## src/rtl/core/bpc_pkg.sv

```systemverilog
`timescale 1ns / 1ps

package bpc_pkg;

  // register indexes on the configuration port
  typedef enum logic [2:0] {
    REG_AC1_AC2 = 3'd0,
    REG_AC3_AC4 = 3'd1,
    REG_AC5_AC6 = 3'd2,
    REG_B1_B2   = 3'd3,
    REG_MC_MD   = 3'd4
  } reg_idx_t;

  localparam logic [31:0] RST_AC1_AC2 = 32'h203A_FB6D;
  localparam logic [31:0] RST_AC3_AC4 = 32'hC6F7_836D;
  localparam logic [31:0] RST_AC5_AC6 = 32'h63E7_3EAA;
  localparam logic [31:0] RST_B1_B2   = 32'h1973_002E;
  localparam logic [31:0] RST_MC_MD   = 32'hD1F6_09A6;

  // quotient bits of the temperature divider (|MC| * 2048 <= 2^26)
  localparam int TDIV_BITS = 27;
  // quotient bits of the pressure divider
  localparam int PDIV_BITS = 32;
  // B4 is a 17-bit value
  localparam int B4_BITS = 17;
  localparam int FIFO_DEPTH = 4;
  localparam int FIFO_AW = $clog2(FIFO_DEPTH);

  localparam logic signed [31:0] B6_OFFSET = 32'sd4000;
  localparam logic [31:0] B4_OFFSET = 32'd32768;
  localparam logic [31:0] B7_SCALE  = 32'd50000;
  localparam logic signed [31:0] P_SQ_COEF  = 32'sd3038;
  localparam logic signed [31:0] P_LIN_COEF = -32'sd7357;
  localparam logic signed [31:0] P_BIAS     = 32'sd3791;

  typedef logic signed [31:0] sword_t;

  typedef struct packed {
    logic signed [15:0] ac1;
    logic signed [15:0] ac2;
    logic signed [15:0] ac3;
    logic [15:0]        ac4;
    logic [15:0]        ac5;
    logic [15:0]        ac6;
    logic signed [15:0] b1;
    logic signed [15:0] b2;
    logic signed [15:0] mc;
    logic signed [15:0] md;
  } cal_t;

  // request passed from the temperature front to the pressure back
  typedef struct packed {
    sword_t      b5;
    sword_t      t;
    logic [15:0] up;
    logic        err;
  } treq_t;

  // signed division by 2^k, truncating toward zero
  function automatic sword_t sdiv_pow2(input sword_t x, input int k);
    logic [31:0] bias;
    logic [31:0] sum;
    bias = x[31] ? ((32'd1 << k) - 32'd1) : 32'd0;
    sum  = 32'(x) + bias;
    return $signed(sum) >>> k;
  endfunction

endpackage

```

## src/rtl/core/bpc_fifo.sv

```systemverilog
`timescale 1ns / 1ps

module bpc_fifo (
  input  logic            clk,
  input  logic            rst_n,
  input  logic            push,
  input  bpc_pkg::treq_t  wdata,
  input  logic            pop,
  output bpc_pkg::treq_t  rdata,
  output logic            full,
  output logic            empty
);

  bpc_pkg::treq_t             mem_r [0:bpc_pkg::FIFO_DEPTH-1];
  logic [bpc_pkg::FIFO_AW-1:0] wptr_r, rptr_r;
  logic [bpc_pkg::FIFO_AW:0]   cnt_r, cnt_nxt;

  assign full  = (cnt_r == (bpc_pkg::FIFO_AW+1)'(bpc_pkg::FIFO_DEPTH));
  assign empty = (cnt_r == '0);
  assign rdata = mem_r[rptr_r];

  // track occupancy
  always_comb begin
    cnt_nxt = cnt_r;
    case ({push, pop})
      2'b10:   cnt_nxt = cnt_r + 1'b1;
      2'b01:   cnt_nxt = cnt_r - 1'b1;
      default: cnt_nxt = cnt_r;
    endcase
  end

  always_ff @(posedge clk) begin
    if (!rst_n) begin
      wptr_r <= '0;
      rptr_r <= '0;
      cnt_r  <= '0;
    end else begin
      cnt_r <= cnt_nxt;
      if (push) begin
        wptr_r <= wptr_r + 1'b1;
      end
      if (pop) begin
        rptr_r <= rptr_r + 1'b1;
      end
    end
  end

  // store the incoming request
  always_ff @(posedge clk) begin
    if (push) begin
      mem_r[wptr_r] <= wdata;
    end
  end

`ifndef SYNTHESIS
  a_no_overflow: assert property (@(posedge clk) disable iff (!rst_n) push |-> !full)
    else $error("request pushed into full queue");
  a_no_underflow: assert property (@(posedge clk) disable iff (!rst_n) pop |-> !empty)
    else $error("request popped from empty queue");
  a_ptr_gap: assert property (@(posedge clk) disable iff (!rst_n)
      cnt_r[bpc_pkg::FIFO_AW-1:0] == bpc_pkg::FIFO_AW'(wptr_r - rptr_r))
    else $error("queue count disagrees with pointers");
`endif

endmodule

```

## config.mk

```make
export PLATFORM = sky130hd
export DESIGN_NAME = bpc_fifo
export DESIGN_NICKNAME = d
export VERILOG_FILES = /design/src/rtl/core/bpc_pkg.sv /design/src/rtl/core/bpc_fifo.sv
export SDC_FILE = /design/constraint.sdc
export NUM_CORES = 1
export LEC_CHECK = 0
export BUFFER_PORTS_ARGS = -buffer_cell sky130_fd_sc_hd__buf_2
export CORE_ASPECT_RATIO = 1.5
export CORE_MARGIN = 5
export CORE_UTILIZATION = 35
export CTS_BUF_LIST = sky130_fd_sc_hd__clkbuf_8
export DETAILED_ROUTE_END_ITERATION = 6
export PLACE_DENSITY = 0.59
export RECOVER_POWER = 100
export SLEW_MARGIN = 20
export SYNTH_ARGS = -nofsm -noshare
export SYNTH_HDL_FRONTEND = slang
export SYNTH_SLANG_ARGS = --single-unit
```

## constraint.sdc

```tcl
create_clock -name clk -period 5.6 [get_ports clk]
set_input_delay 0.84 -clock clk [delete_from_list [all_inputs] [get_ports clk]]
set_output_delay 0.84 -clock clk [all_outputs]
set_load 0.02 [all_outputs]
```

==> results.txt <==
Status -> finished, violations left
Failing checks -> capacitance limit, slew limit
Max frequency -> 229.5 MHz
HPWL after DPL -> 14810 µm
Fin crit period -> 4.356 ns
Placed cell areas -> 13500 µm²
DIE AREA -> 38830 µm²
Slew @ Worst Pin -> 2.475 ns
CP peak stage delay -> 1.88 ns
Die X -> 162.6 µm
Post-route clock period utilization -> 0.7779
Netlist cell types -> 21
R2R Setup Slk -> 1.31 ns
Relative slew slack -> -0.6510
R2r startpoint -> wptr_r[1]
CTS max path bufs -> 3
Core area -> 34370 µm²
Total GRT Usage -> 0.1259
CP startpoint kind -> input pin
Crit-path cells -> clkbuf_1, and2_0, clkbuf_2
End of the worst register-to-register path -> mem_r[0][66]
Mux cell area share after synthesis -> 0.1501
Post-synthesis compound-gate area fraction -> 0.001434
Largest net degree at the start of global routing -> 53
Root Buffer -> clkbuf_8
Register area share after synthesis -> 0.8110
CP Data Arrival Time -> 4.52 ns
Setup fix buffers added after clock tree synthesis -> 0
IO buf count -> 167
DR vias -> 5579
CTS Hold Bufs -> 0
Synth Instances -> 469
Later-pin clock latency in the skew report -> 0.60 ns
Post-synthesis xor/xnor area fraction -> 0.003584
Crit path required time -> 5.76 ns
First-pass GRT wire length -> 36790 µm
Layout cells sized above 1 -> 0.2171
Post-Route Setup TNS -> 0 ns
CTS resizes -> 0
Largest family of logic cells by synthesized area -> multiplexers
Crit path buf inv count -> 2
Largest delay share family, worst path -> simple AND/OR/NAND/NOR gates
CTS tree -> done
Hold slack -> 0.5015 ns
Drt pass-1 iters -> 4
Register area -> 9915 µm²
Unrepaired setup endpoints after global routing -> false
DRT Wirelength -> 24410 µm
Crit. End Element -> flop
Worst path slowest cell -> and2_0
Initial antenna violation count -> 4
Num rows -> 83
PD cells -> 369.8 nW/µm²
Max-cap violations -> 6
Mean Syn Cell Area -> 26.05 µm²
Footprint of the multi-input gates -> 2077 µm²
Post-Synth Simple-Gate Area -> 0.007680
Final antenna-violating net count -> 0
Filler cell count -> 3069
H-tree lvl count -> 2
Yosys reg bits -> 333
Final GP Congestion -> 0.7218
Maximum VDD drop -> 0.2199 mV
Ports -> 168
Min-delay src -> wdata[57]
CTS Sinks -> 333
Die Y -> 238.8 µm
Hold Path End -> mem_r[0][57]
Area growth from synthesis to final layout -> 16.02%
WL/cell -> 20.63 µm
Design Area, Final -> 14180 µm²
Crit-path max FO -> 52
LEAKAGE -> 4.379 nW
Hold Vio Cnt, Final -> 0
DRC -> 0
DRT iter0 DRCs -> 236
Hold Path Stages -> 1
Synthesis warning total -> 0
Syn nets -> 560
Final setup violation count -> 0
Setup CP Type -> input pin to flop
Vias per Instance -> 4.716
Post-Syn Area -> 12220 µm²
R2R depth -> 4
Clock Skews -> 0.03987 ns
Final nets -> 766
Num CTS Buffers -> 49
Clock transition at path regs -> 0.07 ns
Max-slew violations -> 241
Worst hold-check path type -> input pin to flop
Vias in the first global route -> 6301
Initial Utilization -> 0.3555
Synth Area in Adders -> 0.006758
Total congestion overflow -> 0
area by class of cell:
cell class | count | share of cell area
flip-flops and latches | 333 | 0.6993
multi-input cells | 112 | 0.1465
clock buffers | 51 | 0.04951
repair buffers | 173 | 0.04783
well taps | 467 | 0.04121
clock inverters | 39 | 0.01368
inverters | 6 | 0.001589
diodes | 2 | 0.0003530
logic make-up after synthesis:
family                     Yosys count
DFF                                333
muxes                               82
buffers and inverters               24
and+or+nand+nor                     16
adders and majority gates            6
xor gates and xnor gates             5
AOI/OAI and AO/OA                    3
per-layer routing:
| metal | vias to the layer above | routed length [µm] | part of all wire | GRT usage |
|---|---|---|---|---|
| met2 | 149 | 13510 | 0.55 | 0.2343 |
| li1 | 2426 | - | - | - |
| met5 | - | 25 | 0.0010 | 0 |
| met3 | 66 | 1326 | 0.054 | 0.03347 |
| met4 | 4 | 822 | 0.034 | 0.05443 |
| met1 | 2934 | 8722 | 0.36 | 0.1327 |
synth_stat cells:
library cell | number | area share
xnor2_1 | 2 | 0.0014
buf_2 | 8 | 0.0033
fa_1 | 1 | 0.0016
a21boi_0 | 1 | 0.00061
o21ai_0 | 2 | 0.00082
ha_1 | 5 | 0.0051
mux2i_1 | 1 | 0.00082
nand2_1 | 2 | 0.00061
and2_1 | 10 | 0.0051
or3_1 | 1 | 0.00051
edfxtp_1 | 324 | 0.80
dfxtp_1 | 9 | 0.015
mux4_2 | 81 | 0.15
clkbuf_1 | 1 | 0.00031
nor3_1 | 1 | 0.00041
inv_1 | 6 | 0.0018
xor2_1 | 3 | 0.0022
buf_12 | 8 | 0.013
nor2b_1 | 1 | 0.00051
buf_6 | 1 | 0.00092
and3_1 | 1 | 0.00051
state kept, by name, summed over array words and instances (netlist names), named ones only:
register,cells
rptr_r,2
wptr_r,2
mem_r,324
cnt_r,3
worst max-delay path by stage:
stage	from	to	slack, ns	cells after the start
after detailed placement	flop	rdata[74]	2.56	3
final	push	mem_r[0][66]	1.24	3
after global routing	push	mem_r[0][66]	0.93	3
after CTS	flop	rdata[11]	1.90	3
after global placement	flop	rdata[12]	2.60	3
after floorplan	push	mem_r[0][0]	2.43	1
metrics by stage:
step / util / power, mW / std cells / setup slack [ns]
global route: 0.4124 / 5.491 / 1182 / 0.9326
global placement: 0.3927 / 3.532 / 1091 / 2.599
CTS: 0.4188 / 5.368 / 1181 / 1.904
finish: 0.4124 / 5.242 / 1183 / 1.244
detailed placement: 0.3927 / 3.553 / 1091 / 2.560
floorplan: - / 3.345 / 469 / 2.427
cell usage in the layout (no fill, tap or decap), types with 2 or more instances in the layout:
| cell type | n |
|---|---|
| clkinv_1 | 13 |
| nand2_1 | 2 |
| clkinv_2 | 3 |
| buf_2 | 7 |
| and2_1 | 2 |
| edfxtp_1 | 324 |
| and2_4 | 2 |
| clkbuf_1 | 162 |
| clkbuf_2 | 3 |
| ha_1 | 5 |
| inv_1 | 24 |
| dfxtp_1 | 7 |
| diode_2 | 2 |
| inv_6 | 2 |
| o21ai_0 | 2 |
| clkinvlp_4 | 2 |
| clkbuf_8 | 51 |
| xnor2_1 | 2 |
| xor2_1 | 3 |
| mux4_2 | 81 |
| and2_0 | 6 |
power by group:
part	internal (mW)	switching, mW	leakage (nW)	total, mW
clock network	0.894	0.892	0.518	1.79
registers	2.87	0.0558	3.05	2.92
logic	0.200	0.333	0.810	0.533
Note: power is estimated with default switching activity, not from simulation.
